File: src/mpeg_audio_header_scan_decode_top_assert.svh
// Assertion macros for the header scan top level.
`ifndef MPEG_AUDIO_HEADER_SCAN_DECODE_TOP_ASSERT_SVH
`define MPEG_AUDIO_HEADER_SCAN_DECODE_TOP_ASSERT_SVH

// Same-cycle implication, clocked on clock, off during reset.
`define MAHSD_ASSERT_IMP(label, ante, cons, msg) \
   label: assert property (@(posedge clock) disable iff (reset) (ante) |-> (cons)) \
      else $error(msg);

// Next-cycle implication, clocked on clock, off during reset.
`define MAHSD_ASSERT_NXT(label, ante, cons, msg) \
   label: assert property (@(posedge clock) disable iff (reset) (ante) |=> (cons)) \
      else $error(msg);

`endif

File: src/mahsd_pkg.sv
package mahsd_pkg;

   localparam int SCAN_LIMIT = 65536;
   localparam int POS_W      = $clog2(SCAN_LIMIT + 4);
   localparam logic [POS_W-1:0] POS_MAX = POS_W'(SCAN_LIMIT + 3);

   localparam int DIVD_W    = 32;
   localparam int DIVR_W    = 17;
   localparam int DIV_CNT_W = $clog2(DIVD_W);

   localparam int QUEUE_DEPTH = 2;
   localparam int QPTR_W      = $clog2(QUEUE_DEPTH);
   localparam int QCNT_W      = $clog2(QUEUE_DEPTH + 1);

   localparam int CSR_IDX_W = 2;
   localparam int CSR_W     = 32;

   localparam logic [15:0] SYNC_MASK_RST    = 16'hfffe;
   localparam logic [15:0] SYNC_PATTERN_RST = 16'hfffa;

   localparam logic [31:0] LAYER_I_FACTOR  = 32'd12000;
   localparam logic [31:0] LAYER_XX_FACTOR = 32'd144000;
   localparam logic [DIVR_W-1:0] KBPS_TO_BYTES = DIVR_W'(125);

   typedef enum logic [CSR_IDX_W-1:0] {
      CSR_SYNC_MASK    = 2'd0,
      CSR_SYNC_PATTERN = 2'd1,
      CSR_DATA_LENGTH  = 2'd2
   } csr_index_type;

   localparam logic [1:0] VER_25  = 2'd0;
   localparam logic [1:0] VER_RSV = 2'd1;
   localparam logic [1:0] VER_2   = 2'd2;
   localparam logic [1:0] VER_1   = 2'd3;

   localparam logic [1:0] LAYER_RSV = 2'd0;
   localparam logic [1:0] LAYER_III = 2'd1;
   localparam logic [1:0] LAYER_II  = 2'd2;
   localparam logic [1:0] LAYER_I   = 2'd3;

   typedef struct packed {
      logic [7:0] data_byte;
      logic       first_byte;
      logic       last_byte;
   } req_data_type;

   typedef struct packed {
      logic        found;
      logic [15:0] header_offset;
      logic [1:0]  mpeg_version;
      logic [1:0]  layer_code;
      logic [8:0]  bitrate_kbps;
      logic [15:0] sample_rate_hz;
      logic        padding;
      logic [11:0] frame_bytes;
      logic [22:0] play_seconds;
   } rsp_data_type;

   typedef struct packed {
      logic        found;
      logic [15:0] offset;
      logic [1:0]  ver;
      logic [1:0]  layer;
      logic [3:0]  bidx;
      logic [1:0]  fidx;
      logic        pad;
   } job_type;

   typedef struct packed {
      logic              start;
      logic [DIVD_W-1:0] dividend;
      logic [DIVR_W-1:0] divisor;
   } div_req_type;

   typedef struct packed {
      logic              done;
      logic [DIVD_W-1:0] quotient;
   } div_rsp_type;

   typedef enum logic [2:0] {
      ST_IDLE,
      ST_DECODE,
      ST_FRAME_GO,
      ST_FRAME_WAIT,
      ST_SECS_GO,
      ST_SECS_WAIT,
      ST_SEND
   } back_state_type;

   localparam logic [8:0] KBPS_TABLE [0:79] = '{
      9'd0, 9'd32, 9'd64, 9'd96, 9'd128, 9'd160, 9'd192, 9'd224,
      9'd256, 9'd288, 9'd320, 9'd352, 9'd384, 9'd416, 9'd448, 9'd0,
      9'd0, 9'd32, 9'd48, 9'd56, 9'd64, 9'd80, 9'd96, 9'd112,
      9'd128, 9'd160, 9'd192, 9'd224, 9'd256, 9'd320, 9'd384, 9'd0,
      9'd0, 9'd32, 9'd40, 9'd48, 9'd56, 9'd64, 9'd80, 9'd96,
      9'd112, 9'd128, 9'd160, 9'd192, 9'd224, 9'd256, 9'd320, 9'd0,
      9'd0, 9'd32, 9'd48, 9'd56, 9'd64, 9'd80, 9'd96, 9'd112,
      9'd128, 9'd144, 9'd160, 9'd176, 9'd192, 9'd224, 9'd256, 9'd0,
      9'd0, 9'd8, 9'd16, 9'd24, 9'd32, 9'd40, 9'd48, 9'd56,
      9'd64, 9'd80, 9'd96, 9'd112, 9'd128, 9'd144, 9'd160, 9'd0
   };

   localparam logic [15:0] RATE_TABLE [0:11] = '{
      16'd44100, 16'd48000, 16'd32000, 16'd0,
      16'd22050, 16'd24000, 16'd16000, 16'd0,
      16'd11025, 16'd12000, 16'd8000, 16'd0
   };

   function automatic logic [8:0] kbps_lookup(input logic [1:0] ver,
                                              input logic [1:0] layer,
                                              input logic [3:0] bidx);
      logic [2:0] row;
      logic       ok;
      row = 3'd0;
      ok  = 1'b0;
      if (layer != LAYER_RSV) begin
         if (ver == VER_1) begin
            ok = 1'b1;
            unique case (layer)
               LAYER_I:  row = 3'd0;
               LAYER_II: row = 3'd1;
               default:  row = 3'd2;
            endcase
         end else if (ver == VER_2 || ver == VER_25) begin
            ok  = 1'b1;
            row = (layer == LAYER_I) ? 3'd3 : 3'd4;
         end
      end
      return ok ? KBPS_TABLE[{row, bidx}] : 9'd0;
   endfunction

   function automatic logic [15:0] rate_lookup(input logic [1:0] ver,
                                               input logic [1:0] fidx);
      logic [1:0] sel;
      logic       ok;
      sel = 2'd0;
      ok  = 1'b1;
      unique case (ver)
         VER_1:   sel = 2'd0;
         VER_2:   sel = 2'd1;
         VER_25:  sel = 2'd2;
         default: ok  = 1'b0;
      endcase
      return ok ? RATE_TABLE[{sel, fidx}] : 16'd0;
   endfunction

endpackage

File: src/mpeg_audio_header_scan_decode_top.sv
// port   dir  payload        beat when
// req_*  in   req_data_type  req_valid & !req_stall
// rsp_*  out  rsp_data_type  rsp_valid & !rsp_stall
// csr_*  in   index + 32b    csr_we
//
// Bytes enter at one per cycle; the scanner stalls only when its 2-entry job queue is full.
// A found header's result follows table decode, then two passes through the shared
// bit-serial divider (frame length, then play time).
// A no-header result skips decode and the divider; the controller goes from idle to send.
// Synchronous reset clears scan state, queue and controller; no clearing pass.
// rsp_stall holds the result register; the scanner keeps taking bytes until the queue fills.
`include "mpeg_audio_header_scan_decode_top_assert.svh"

module mpeg_audio_header_scan_decode_top
   import mahsd_pkg::*;
(
   input  logic                 clock,
   input  logic                 reset,
   input  logic                 req_valid,
   input  req_data_type         req_data,
   output logic                 req_stall,
   output logic                 rsp_valid,
   output rsp_data_type         rsp_data,
   input  logic                 rsp_stall,
   input  logic                 csr_we,
   input  logic [CSR_IDX_W-1:0] csr_index,
   input  logic [CSR_W-1:0]     csr_wdata
);

   logic [15:0] sync_mask_ff;
   logic [15:0] sync_pattern_ff;
   logic [31:0] data_length_ff;

   logic        push, pop, q_full, q_empty;
   job_type     push_job, pop_job;
   div_req_type div_req;
   div_rsp_type div_rsp;

   always_ff @(posedge clock) begin
      if (reset) begin
         sync_mask_ff    <= SYNC_MASK_RST;
         sync_pattern_ff <= SYNC_PATTERN_RST;
         data_length_ff  <= '0;
      end else if (csr_we) begin
         unique case (csr_index)
            CSR_SYNC_MASK:    sync_mask_ff    <= csr_wdata[15:0];
            CSR_SYNC_PATTERN: sync_pattern_ff <= csr_wdata[15:0];
            CSR_DATA_LENGTH:  data_length_ff  <= csr_wdata[31:0];
            default:          data_length_ff  <= data_length_ff;
         endcase
      end
   end

   mahsd_front u_front (
      .clock        (clock),
      .reset        (reset),
      .req_valid    (req_valid),
      .req_data     (req_data),
      .req_stall    (req_stall),
      .sync_mask    (sync_mask_ff),
      .sync_pattern (sync_pattern_ff),
      .q_full       (q_full),
      .push         (push),
      .job          (push_job)
   );

   mahsd_queue u_queue (
      .clock (clock),
      .reset (reset),
      .push  (push),
      .din   (push_job),
      .pop   (pop),
      .dout  (pop_job),
      .full  (q_full),
      .empty (q_empty)
   );

   mahsd_div u_div (
      .clock   (clock),
      .reset   (reset),
      .div_req (div_req),
      .div_rsp (div_rsp)
   );

   mahsd_back u_back (
      .clock       (clock),
      .reset       (reset),
      .q_empty     (q_empty),
      .q_job       (pop_job),
      .pop         (pop),
      .data_length (data_length_ff),
      .div_req     (div_req),
      .div_rsp     (div_rsp),
      .rsp_valid   (rsp_valid),
      .rsp_stall   (rsp_stall),
      .rsp_data    (rsp_data)
   );

   `MAHSD_ASSERT_IMP(a_miss_is_blank, rsp_valid && !rsp_data.found,
      rsp_data.header_offset == '0 && rsp_data.bitrate_kbps == '0 &&
      rsp_data.frame_bytes == '0 && rsp_data.play_seconds == '0,
      "no-header result carries nonzero fields")
   `MAHSD_ASSERT_IMP(a_free_rate_no_time, rsp_valid && rsp_data.bitrate_kbps == '0,
      rsp_data.play_seconds == '0, "play time without bitrate")
   `MAHSD_ASSERT_IMP(a_no_rate_no_frame, rsp_valid && rsp_data.sample_rate_hz == '0,
      rsp_data.frame_bytes == '0, "frame length without sample rate")
   `MAHSD_ASSERT_NXT(a_gap_after_beat, rsp_valid && !rsp_stall, !rsp_valid,
      "result repeated after beat")

endmodule

File: src/mahsd_front.sv
module mahsd_front
   import mahsd_pkg::*;
(
   input  logic         clock,
   input  logic         reset,
   input  logic         req_valid,
   input  req_data_type req_data,
   output logic         req_stall,
   input  logic [15:0]  sync_mask,
   input  logic [15:0]  sync_pattern,
   input  logic         q_full,
   output logic         push,
   output job_type      job
);

   logic [23:0]      window_ff, window_in;
   logic [POS_W-1:0] pos_ff, pos_in;
   logic             closed_ff, closed_in;

   logic             accept;
   logic [23:0]      win_eff;
   logic [POS_W-1:0] pos_eff;
   logic             closed_eff;
   logic [31:0]      hdr;
   logic [POS_W-1:0] hpos;
   logic             hit;

   assign req_stall = q_full;
   assign accept    = req_valid && !q_full;

   always_comb begin
      win_eff    = req_data.first_byte ? 24'd0 : window_ff;
      pos_eff    = req_data.first_byte ? '0 : pos_ff;
      closed_eff = req_data.first_byte ? 1'b0 : closed_ff;
      hdr        = {win_eff, req_data.data_byte};
      hpos       = pos_eff - POS_W'(3);
      hit        = (pos_eff >= POS_W'(3)) && (pos_eff < POS_MAX) &&
                   ((hdr[31:16] & sync_mask) == sync_pattern);
      window_in  = window_ff;
      pos_in     = pos_ff;
      closed_in  = closed_ff;
      push       = 1'b0;
      job        = '0;
      if (accept) begin
         window_in = win_eff;
         pos_in    = pos_eff;
         closed_in = closed_eff;
         if (!closed_eff) begin
            window_in = hdr[23:0];
            if (pos_eff < POS_MAX) begin
               pos_in = pos_eff + POS_W'(1);
            end
            if (hit) begin
               push       = 1'b1;
               closed_in  = 1'b1;
               job.found  = 1'b1;
               job.offset = 16'(hpos);
               job.ver    = hdr[20:19];
               job.layer  = hdr[18:17];
               job.bidx   = hdr[15:12];
               job.fidx   = hdr[11:10];
               job.pad    = hdr[9];
            end else if (req_data.last_byte) begin
               push      = 1'b1;
               closed_in = 1'b1;
            end
         end
      end
   end

   always_ff @(posedge clock) begin
      if (reset) begin
         window_ff <= '0;
         pos_ff    <= '0;
         closed_ff <= 1'b0;
      end else begin
         window_ff <= window_in;
         pos_ff    <= pos_in;
         closed_ff <= closed_in;
      end
   end

endmodule

File: src/mahsd_queue.sv
module mahsd_queue
   import mahsd_pkg::*;
(
   input  logic    clock,
   input  logic    reset,
   input  logic    push,
   input  job_type din,
   input  logic    pop,
   output job_type dout,
   output logic    full,
   output logic    empty
);

   job_type           entry_ff [QUEUE_DEPTH];
   logic [QPTR_W-1:0] wr_ptr_ff, wr_ptr_in;
   logic [QPTR_W-1:0] rd_ptr_ff, rd_ptr_in;
   logic [QCNT_W-1:0] count_ff, count_in;

   assign full  = (count_ff == QCNT_W'(QUEUE_DEPTH));
   assign empty = (count_ff == '0);
   assign dout  = entry_ff[rd_ptr_ff];

   always_comb begin
      wr_ptr_in = wr_ptr_ff;
      rd_ptr_in = rd_ptr_ff;
      count_in  = count_ff;
      if (push) begin
         wr_ptr_in = (wr_ptr_ff == QPTR_W'(QUEUE_DEPTH - 1)) ? '0 : wr_ptr_ff + QPTR_W'(1);
      end
      if (pop) begin
         rd_ptr_in = (rd_ptr_ff == QPTR_W'(QUEUE_DEPTH - 1)) ? '0 : rd_ptr_ff + QPTR_W'(1);
      end
      if (push && !pop) begin
         count_in = count_ff + QCNT_W'(1);
      end else if (pop && !push) begin
         count_in = count_ff - QCNT_W'(1);
      end
   end

   always_ff @(posedge clock) begin
      if (push) begin
         entry_ff[wr_ptr_ff] <= din;
      end
   end

   always_ff @(posedge clock) begin
      if (reset) begin
         wr_ptr_ff <= '0;
         rd_ptr_ff <= '0;
         count_ff  <= '0;
      end else begin
         wr_ptr_ff <= wr_ptr_in;
         rd_ptr_ff <= rd_ptr_in;
         count_ff  <= count_in;
      end
   end

endmodule

File: src/mahsd_div.sv
module mahsd_div
   import mahsd_pkg::*;
(
   input  logic        clock,
   input  logic        reset,
   input  div_req_type div_req,
   output div_rsp_type div_rsp
);

   logic                 busy_ff, busy_in;
   logic                 done_ff, done_in;
   logic [DIV_CNT_W-1:0] cnt_ff, cnt_in;
   logic [DIVR_W-1:0]    rem_ff, rem_in;
   logic [DIVD_W-1:0]    quo_ff, quo_in;
   logic [DIVR_W-1:0]    divisor_ff, divisor_in;

   logic [DIVR_W:0]      trial;
   logic [DIVR_W:0]      diff;
   logic                 ge;

   assign div_rsp.done     = done_ff;
   assign div_rsp.quotient = quo_ff;

   // restoring division, one quotient bit per cycle
   always_comb begin
      trial      = {rem_ff, quo_ff[DIVD_W-1]};
      diff       = trial - {1'b0, divisor_ff};
      ge         = (trial >= {1'b0, divisor_ff});
      busy_in    = busy_ff;
      done_in    = 1'b0;
      cnt_in     = cnt_ff;
      rem_in     = rem_ff;
      quo_in     = quo_ff;
      divisor_in = divisor_ff;
      if (div_req.start) begin
         busy_in    = 1'b1;
         cnt_in     = DIV_CNT_W'(DIVD_W - 1);
         rem_in     = '0;
         quo_in     = div_req.dividend;
         divisor_in = div_req.divisor;
      end else if (busy_ff) begin
         rem_in = ge ? diff[DIVR_W-1:0] : trial[DIVR_W-1:0];
         quo_in = {quo_ff[DIVD_W-2:0], ge};
         cnt_in = cnt_ff - DIV_CNT_W'(1);
         if (cnt_ff == '0) begin
            busy_in = 1'b0;
            done_in = 1'b1;
         end
      end
   end

   always_ff @(posedge clock) begin
      rem_ff     <= rem_in;
      quo_ff     <= quo_in;
      divisor_ff <= divisor_in;
      cnt_ff     <= cnt_in;
   end

   always_ff @(posedge clock) begin
      if (reset) begin
         busy_ff <= 1'b0;
         done_ff <= 1'b0;
      end else begin
         busy_ff <= busy_in;
         done_ff <= done_in;
      end
   end

endmodule

File: src/mahsd_back.sv
module mahsd_back
   import mahsd_pkg::*;
(
   input  logic         clock,
   input  logic         reset,
   input  logic         q_empty,
   input  job_type      q_job,
   output logic         pop,
   input  logic [31:0]  data_length,
   output div_req_type  div_req,
   input  div_rsp_type  div_rsp,
   output logic         rsp_valid,
   input  logic         rsp_stall,
   output rsp_data_type rsp_data
);

   back_state_type state_ff, state_in;
   job_type        job_ff;
   logic [8:0]     kbps_ff;
   logic [15:0]    rate_ff;
   logic [11:0]    flen_ff, flen_in;
   logic [22:0]    secs_ff, secs_in;

   logic           load_job, load_tab, load_flen, load_secs;
   logic           v2x;
   logic [11:0]    flen_base;

   assign v2x       = (job_ff.ver == VER_2) || (job_ff.ver == VER_25);
   assign flen_base = div_rsp.quotient[11:0] + 12'(job_ff.pad);

   always_comb begin
      state_in = state_ff;
      unique case (state_ff)
         ST_IDLE: begin
            if (!q_empty) begin
               state_in = q_job.found ? ST_DECODE : ST_SEND;
            end
         end
         ST_DECODE:     state_in = ST_FRAME_GO;
         ST_FRAME_GO:   state_in = ST_FRAME_WAIT;
         ST_FRAME_WAIT: if (div_rsp.done) state_in = ST_SECS_GO;
         ST_SECS_GO:    state_in = ST_SECS_WAIT;
         ST_SECS_WAIT:  if (div_rsp.done) state_in = ST_SEND;
         ST_SEND:       if (!rsp_stall) state_in = ST_IDLE;
         default:       state_in = ST_IDLE;
      endcase
   end

   always_comb begin
      pop              = 1'b0;
      load_job         = 1'b0;
      load_tab         = 1'b0;
      load_flen        = 1'b0;
      load_secs        = 1'b0;
      rsp_valid        = 1'b0;
      div_req.start    = 1'b0;
      div_req.dividend = '0;
      div_req.divisor  = '0;
      unique case (state_ff)
         ST_IDLE: begin
            pop      = !q_empty;
            load_job = !q_empty;
         end
         ST_DECODE: load_tab = 1'b1;
         ST_FRAME_GO: begin
            div_req.start    = 1'b1;
            div_req.dividend = 32'(kbps_ff) *
                               ((job_ff.layer == LAYER_I) ? LAYER_I_FACTOR : LAYER_XX_FACTOR);
            div_req.divisor  = (job_ff.layer == LAYER_III && v2x) ?
                               {rate_ff, 1'b0} : DIVR_W'(rate_ff);
         end
         ST_FRAME_WAIT: load_flen = div_rsp.done;
         ST_SECS_GO: begin
            div_req.start    = 1'b1;
            div_req.dividend = data_length;
            div_req.divisor  = DIVR_W'(kbps_ff) * KBPS_TO_BYTES;
         end
         ST_SECS_WAIT: load_secs = div_rsp.done;
         ST_SEND:      rsp_valid = 1'b1;
         default:      rsp_valid = 1'b0;
      endcase
   end

   always_comb begin
      flen_in = 12'd0;
      if (rate_ff != 16'd0 && job_ff.layer != LAYER_RSV) begin
         flen_in = (job_ff.layer == LAYER_I) ? {flen_base[9:0], 2'b00} : flen_base;
      end
      secs_in = (kbps_ff != 9'd0) ? div_rsp.quotient[22:0] : 23'd0;
   end

   always_ff @(posedge clock) begin
      if (load_job) begin
         job_ff  <= q_job;
         kbps_ff <= '0;
         rate_ff <= '0;
         flen_ff <= '0;
         secs_ff <= '0;
      end else begin
         if (load_tab) begin
            kbps_ff <= kbps_lookup(job_ff.ver, job_ff.layer, job_ff.bidx);
            rate_ff <= rate_lookup(job_ff.ver, job_ff.fidx);
         end
         if (load_flen) begin
            flen_ff <= flen_in;
         end
         if (load_secs) begin
            secs_ff <= secs_in;
         end
      end
   end

   always_ff @(posedge clock) begin
      if (reset) begin
         state_ff <= ST_IDLE;
      end else begin
         state_ff <= state_in;
      end
   end

   assign rsp_data.found          = job_ff.found;
   assign rsp_data.header_offset  = job_ff.offset;
   assign rsp_data.mpeg_version   = job_ff.ver;
   assign rsp_data.layer_code     = job_ff.layer;
   assign rsp_data.bitrate_kbps   = kbps_ff;
   assign rsp_data.sample_rate_hz = rate_ff;
   assign rsp_data.padding        = job_ff.pad;
   assign rsp_data.frame_bytes    = flen_ff;
   assign rsp_data.play_seconds   = secs_ff;

endmodule

File: config.mk
export PLATFORM = sky130hd
export DESIGN_NAME = mpeg_audio_header_scan_decode_top
export DESIGN_NICKNAME = d
export VERILOG_FILES = /design/src/mahsd_pkg.sv /design/src/mpeg_audio_header_scan_decode_top.sv /design/src/mahsd_front.sv /design/src/mahsd_queue.sv /design/src/mahsd_div.sv /design/src/mahsd_back.sv
export VERILOG_INCLUDE_DIRS = /design/src /design/src/src
export SDC_FILE = /design/constraint.sdc
export NUM_CORES = 1
export LEC_CHECK = 0
export ABC_AREA = 1
export BUFFER_PORTS_ARGS = -buffer_cell sky130_fd_sc_hd__buf_2
export CAP_MARGIN = 30
export CORE_UTILIZATION = 30
export CTS_CLUSTER_DIAMETER = 150
export CTS_CLUSTER_SIZE = 12
export DETAILED_ROUTE_END_ITERATION = 8
export SETUP_SLACK_MARGIN = 0.4
export SYNTH_ARGS = -nofsm -noshare
export SYNTH_HDL_FRONTEND = slang
export SYNTH_SLANG_ARGS = --single-unit
File: constraint.sdc
create_clock -name clock -period 6.57 [get_ports clock]
set_input_delay 0.657 -clock clock [delete_from_list [all_inputs] [get_ports clock]]
set_output_delay 0.657 -clock clock [all_outputs]
set_load 0.05 [all_outputs]
# [Word level (Yosys, flattened, before mapping)]
# Memories as Yosys holds them, arrays and structs flattened. A register that Yosys moved wholly into a read port is not among the register bits.
# Cells that the tools add are included.
[word_totals] ff_bits=274 ram_bits=56 rom_bits=1408 input_bits=49 output_inout_bits=84 wordCells=167 n_memories=3
[mem_list] name="(name not given)" depth=128 word_bits=9 read_ports=1 rd_clocked_by_memory_dff=0 wr=0 line_no="mahsd_pkg.sv:129" rtl="return ok ? KBPS_TABLE[{row, bidx}] : 9'd0;"
[mem_list] name="(name not given)" depth=16 word_bits=16 read_ports=1 rd_clocked_by_memory_dff=0 wr=0 line_no="mahsd_pkg.sv:144" rtl="return ok ? RATE_TABLE[{sel, fidx}] : 16'd0;"
[mem_list] name="u_queue.entry_ff" depth=2 word_bits=28 read_ports=1 rd_clocked_by_memory_dff=1 wr=1 line_no="mahsd_queue.sv:14" rtl="job_type entry_ff [QUEUE_DEPTH];"
[classes] addsub=9 n_mul=2 n_lt_le_gt_ge=5 n_eq_ne=19 muxes=70 bitwise_logic=4 reduce_logical=28
[ops] cell="50-bit one-hot mux with 2 select lines" n=1
[ops] cell="17-bit two-way mux" n=5
[ops] cell="28-bit two-way mux" n=3
[ops] cell="32-bit two-way mux" n=2
[ops] cell="16-bit two-way mux" n=3
[ops] cell="24-bit two-way mux" n=2
[ops] cell="3-bit two-way mux" n=11
[ops] cell="9-bit by 32-bit multiplier with 32-bit output" n=1
[ops] cell="1-bit two-way mux" n=29
[ops] cell="9-bit two-way mux" n=3
[ops] cell="12-bit two-way mux" n=2
[ops] cell="23-bit two-way mux" n=1
[ops] cell="3-bit one-hot mux with 7 select lines" n=1
[ops] cell="18-bit by 17-bit greater-or-equal comparator with 1-bit output" n=1
[ops] cell="18-bit two-way mux" n=1
[ops] cell="17-bit by 1-bit adder with 17-bit output (second input constant)" n=1
[ops] cell="17-bit by 2-bit greater-or-equal comparator with 1-bit output (second input constant)" n=1
[ops] cell="17-bit less-than comparator (second input constant)" n=1
[ops] cell="17-bit subtractor" n=1
[ops] cell="16-bit bitwise AND" n=1
[ops] cell="16-bit == test" n=1
[ops] cell="9-bit by 7-bit multiplier with 16-bit output (second input constant)" n=1
[ops] cell="16-bit nonzero test" n=1
[ops] cell="16-bit by 2-bit subtractor with 16-bit output (second input constant)" n=1
[ops] cell="other kinds (29)" n=62

# [Logic depth before layout (Yosys ltp)]
[depth] ltp_word=12 depth_mapped=23 mapped_depth_nobuf=22

# [Cells and area by module]
# A second synthesis with hierarchy kept.
[unflattened] hier_cells=2591 hier_area_um2=20138.1
[modules_own_cells] module="mahsd_back" instances=1 cells_per_inst=1047 area_each_um2=7820.0 seq_area_each_um2=2001.9
[modules_own_cells] module="mahsd_div" instances=1 cells_per_inst=532 area_each_um2=4175.3 seq_area_each_um2=1951.9
[modules_own_cells] module="mahsd_front" instances=1 cells_per_inst=537 area_each_um2=3240.6 seq_area_each_um2=840.8
[modules_own_cells] module="mpeg_audio_header_scan_decode_top" instances=1 cells_per_inst=355 area_each_um2=2552.4 seq_area_each_um2=1281.2
[modules_own_cells] module="mahsd_queue" instances=1 cells_per_inst=120 area_each_um2=2349.8 seq_area_each_um2=1781.7

# [Worst setup path before layout]
# OpenSTA, ideal clock, no wires.
[synth_path] path_type="register to register" startpoint="register u_back.kbps_ff[7]" endpoint="register u_div.quo_ff[25], data pin" setup_time_ns=0.259 t_arrival_ns=4.526 required_ns=6.311 path_slack_ns=1.785 stages_incl_launch_ff=20 path_buffers=0 period_less_slack_ns=4.785 cell_sequence="dfxtp_1 inv_1 nor2_1 xor2_1 nor2_1 ha_1 or2_2 fa_1 fa_1 ha_1 ha_1 nand2_1 a21oi_1 nor2_1 o21ai_0 nand3_1 nand4_1 or2_2 nand3_1 nand3_1"
[synth_via] elab_chain_len=3
[synth_rtl] element="from (decl)" line_no="mahsd_back.sv:19" rtl="logic [8:0] kbps_ff;"
[synth_rtl] element="from (signal assigned)" line_no="mahsd_back.sv:101" rtl="kbps_ff <= kbps_lookup(job_ff.ver, job_ff.layer, job_ff.bidx);"
[synth_rtl] element="9-bit by 32-bit multiplier with 32-bit output" line_no="mahsd_back.sv:67" rtl="div_req.dividend = 32'(kbps_ff) *"
[synth_rtl] element="50-bit one-hot mux with 2 select lines" line_no="mahsd_back.sv:59" rtl="unique case (state_ff)"
[synth_rtl] element="32-bit two-way mux" line_no="mahsd_div.sv:35" rtl="if (div_req.start) begin"
[synth_rtl] element="via u_div.quo_in[25]" line_no="mahsd_div.sv:14" rtl="logic [DIVD_W-1:0] quo_ff, quo_in;"
[synth_rtl] element="to (signal assigned)" line_no="mahsd_div.sv:54" rtl="quo_ff <= quo_in;"
[synth_rtl] element="to (decl)" line_no="mahsd_div.sv:14"
# The timed path passes the listed nets, and every way through them passes these cells.
# A chain may end at the register's enable or synchronous reset.

# [Worst setup path in the final report]
[layout_path] startpoint="register u_back.job_ff (netlist bit u_back.rsp_data[62])" endpoint="register u_div.quo_ff[21], data pin"
[layout_via] elab_chain_len=5
[layout_rtl] element="from (decl)" line_no="mahsd_back.sv:18" rtl="job_type job_ff;"
[layout_rtl] element="from (signal assigned)" line_no="mahsd_back.sv:94" rtl="job_ff <= q_job;"
[layout_rtl] element="2-bit == test" line_no="mahsd_back.sv:68" rtl="((job_ff.layer == LAYER_I) ? LAYER_I_FACTOR : LAYER_XX_FACTOR);"
[layout_rtl] element="18-bit two-way mux" line_no="mahsd_back.sv:68"
[layout_rtl] element="9-bit by 32-bit multiplier with 32-bit output" line_no="mahsd_back.sv:67"
[layout_rtl] element="50-bit one-hot mux with 2 select lines" line_no="mahsd_back.sv:59"
[layout_rtl] element="32-bit two-way mux" line_no="mahsd_div.sv:35"
[layout_rtl] element="via u_div.quo_in[21]" line_no="mahsd_div.sv:14"
# The timed path passes the listed nets, and every way through them passes these cells.

==> results by group <==
Run status
  – Outcome: complete, no violations

STA
  – Final setup fails: 0
  – Post-route setup slack: 1.49 ns
  – RSZ-0062 raised after global routing: false
  – Tightest Pin Transition: 0.994 ns
  – Tmin final: 5.08 ns
  – Final Hold Viols: 0
  – Skew final: 0.0158 ns
  – Max-slew headroom: 33.7%
  – Max Clock Freq: 0.197 GHz
  – Final Max Slew Viols: 0
  – Hold slack final: 0.320 ns
  – Final TNS setup: 0 ns
  – Period utilisation layout: 77.4%

Setup path
  – CP endpoint kind: register
  – CP Cell Sequence: nand2_1, buf_4, inv_2, nor2_1, nor2_1, ha_1, or2_2, fa_1, fa_1, ha_1, ha_1, nand4_1, o21ai_0, nand3_1, nor2_1, o21ai_0, nand3_1, o211ai_1
  – Startpoint types: register
  – Critical Path AT: 5.40 ns
  – Required time worst endpoint: 6.89 ns
  – CP max stage delay: 0.52 ns
  – Crit-path max FO: 20
  – WS Path Type: register to register
  – Slowest library cell on the worst path: fa_1
  – Reg2Reg Setup Slack: 1.49 ns

Clocking
  – Clock-pin slew on the worst setup and hold paths: 0.06 ns
  – CTS max path bufs: 3
  – CTS tree: built
  – Htree depth: 1
  – Hold buffer count at cts: 0
  – Post-CTS Resized: 0
  – Clock latency on the worst-skew pair: 0.60 ns
  – Num CTS Buffers: 31
  – Setup Buffers After CTS: 0
  – Root Driver: clkbuf_16
  – Clock Sinks: 326

Placed design
  – Gpl congestion: 0.899
  – Number of port buffers: 128
  – Pre-CTS WS: 1.58 ns
  – Post-DP HPWL: 37300 µm

Pwr
  – Worst vdd ir: 0.224 mV
  – Power per cell area: 402 nW/µm²
  – LEAKAGE: 9.22 nW

Synthesis
  – Fraction of registers with async set/reset: 0%
  – Compound-Gate Fraction of Synth Area: 12.7%
  – Top-area cell type share of the netlist area: 21.4%
  – Mux cell area share after synthesis: 1.63%
  – Mapped Area: 18700 µm²
  – Simple-Gate Fraction of Synth Area: 21.2%
  – Register area share after synthesis: 42.1%
  – Synth cell types: 52
  – Post-Synth Adder-Cell Area: 11.4%
  – Synth warn: 0
  – Synth Area in XOR/XNOR: 1.83%
  – Syn avg cell area: 8.10 µm²
  – Largest area contributor in the netlist: edfxtp_1
  – Largest family of logic cells by synthesized area: simple AND/OR/NAND/NOR gates
  – Number of synthesized flops with an enable pin: 133
  – Ranking of synthesized cells by area: edfxtp_1 (21%), dfxtp_1 (21%), nand2_1 (9.6%), ha_1 (7.7%), inv_1 (5.9%)
  – Synthesized flop and latch total: 326
  – Gate Count Post-Synth: 2304
  – Top_reg_cell synth: dfxtp_1

Floorplanning
  – # IOs: 133
  – Total Die Area: 63200 µm²
  – CORE AREA: 61600 µm²
  – Row count: 91
  – Die Width: 251 µm
  – Starting Density: 30.3%
  – Die height: 251 µm

Global routing
  – Vias in the first global route: 14500
  – Total Routing Usage GR: 16.1%
  – First-pass GRT wire length: 81400 µm
  – Antenna violations before repair: 0
  – Pin count of the biggest net entering global routing: 65
  – Grt ovf: 0

Route
  – DR vias/cell: 4.77
  – Wire per inst: 15.8 µm
  – Post-DRT Antenna Nets: 0
  – DRT iter0 DRCs: 1050
  – DR vias: 15400
  – DRC violations left: 0
  – 1st-pass router iterations: 5
  – Drt total wl: 51200 µm

Layout
  – Proportion of layout cells with a drive suffix above 1: 10.5%
  – Fillers: 6479
  – NumNets Final: 2567
  – Antenna diode count: 0
  – Syn-to-layout area delta: 12.0%

Job
  – # Max-Cap Violations: 0

Worst hold path
  – Tightest Hold Check Type: input port to register
## flip-flops by register name, summed over array words and instances (netlist names), 12 cells and up, named ones only
| name | count |
|---|---|
| sync_mask_ff | 16 |
| data_length_ff | 32 |
| u_queue.entry_ff | 56 |
| u_div.divisor_ff | 17 |
| u_back.rsp_data | 22 |
| u_back.rate_ff | 14 |
| u_front.pos_ff | 17 |
| u_back.flen_ff | 12 |
| sync_pattern_ff | 16 |
| u_div.quo_ff | 32 |
| u_back.secs_ff | 23 |
| u_front.window_ff | 24 |
| u_div.rem_ff | 17 |
## kinds of logic (layout without fill, tap and decap cells)
family,count (synthesis),count (layout)
AOI/OAI and AO/OA,425,425
xor gates and xnor gates,39,39
and+or+nand+nor,918,918
other,1,4
muxes,27,27
DFF,326,326
buffers and inverters,419,504
adders and majority gates,149,149
## power by group
part | switching (mW) | total, mW | internal [mW]
registers | 0.358 | 3.00 | 2.64
logic | 2.56 | 3.71 | 1.15
clock network | 0.809 | 1.70 | 0.889
## worst max-delay path: cells and delay by family (launching register included)
| family | cells | cell delay (ns) |
|---|---|---|
| compound gates | 3 | 0.65 |
| fa+ha+maj | 5 | 1.87 |
| buf+inv | 2 | 0.40 |
| flops | 1 | 0.44 |
| simple gates | 8 | 1.44 |
## routing by layer
metal	share of wire, %	GRT usage, %	vias up	wire [µm]
met5	0	0	-	0
met4	1.9	3.61	0	990
met3	5.6	2.80	57	2890
met2	46	26.3	340	23400
met1	47	22.1	7228	23900
li1	-	-	7790	-
## path summary, 6_finish.rpt
path	depth (start not counted)	end	from
worst max-delay path	18	u_div.quo_ff[21]	u_back.rsp_data[62]
worst min-delay path	3	sync_mask_ff[14]	csr_wdata[14]
worst max register to register	18	u_div.quo_ff[21]	u_back.rsp_data[62]
worst min register to register	2	data_length_ff[1]	data_length_ff[1]
## final cells by class
type | count | area, µm² | share of cell area, %
flip-flops and latches | 326 | 7860 | 37.6
inverters | 298 | 1120 | 5.35
clock inverters | 2 | 31.3 | 0.150
clock buffers | 54 | 862 | 4.13
well taps | 837 | 1050 | 5.01
multi-input cells | 1562 | 9150 | 43.8
repair buffers | 150 | 830 | 3.97
## per-stage QoR
step	power, mW	cells	area, µm²	util [%]
after floorplan	5.76	2307	18700	-
after global placement	6.70	3171	20000	32.4
after detailed placement	6.73	3173	20000	32.5
after CTS	8.46	3229	20900	33.9
after global routing	9.06	3229	20900	33.9
final	8.41	3229	20900	33.9
## cells in the mapped netlist (all sizes together) (5+ instances only)
cell	number
o22ai	8
o21ai	147
nand3b	12
buf	42
dfxtp	193
a31oi	12
o211ai	31
nand4	43
inv	297
a21oi	182
nor3	41
a22oi	5
xor2	26
or2	9
nand3	142
xnor2	13
nor2	185
a21o	5
edfxtp	133
nand2	483
a221oi	9
clkbuf	79
mux2	27
ha	115
o21bai	7
fa	34
## cells in the final DEF, fill, tap and decap left out, drive strengths merged, types with 2 or more instances in the layout
master     n
mux2      27
nor3      41
a22oi      5
a21o       5
dfxtp    193
a211oi     3
o2111ai    2
clkbuf    54
o22ai      8
buf      150
inv      299
xnor2     13
ha       115
nor4       3
o221ai     3
o211ai    31
fa        34
xor2      26
edfxtp   133
a21oi    182
nand3b    12
nand3    142
o21bai     7
nand2    483
o21ai    147
a221oi     9
or2        9
nand4     43
conb       4
o21a       2
a31oi     12
nor2     185
a22o       2
a32oi      3
No activity file was read; power rests on OpenSTA's default activity.
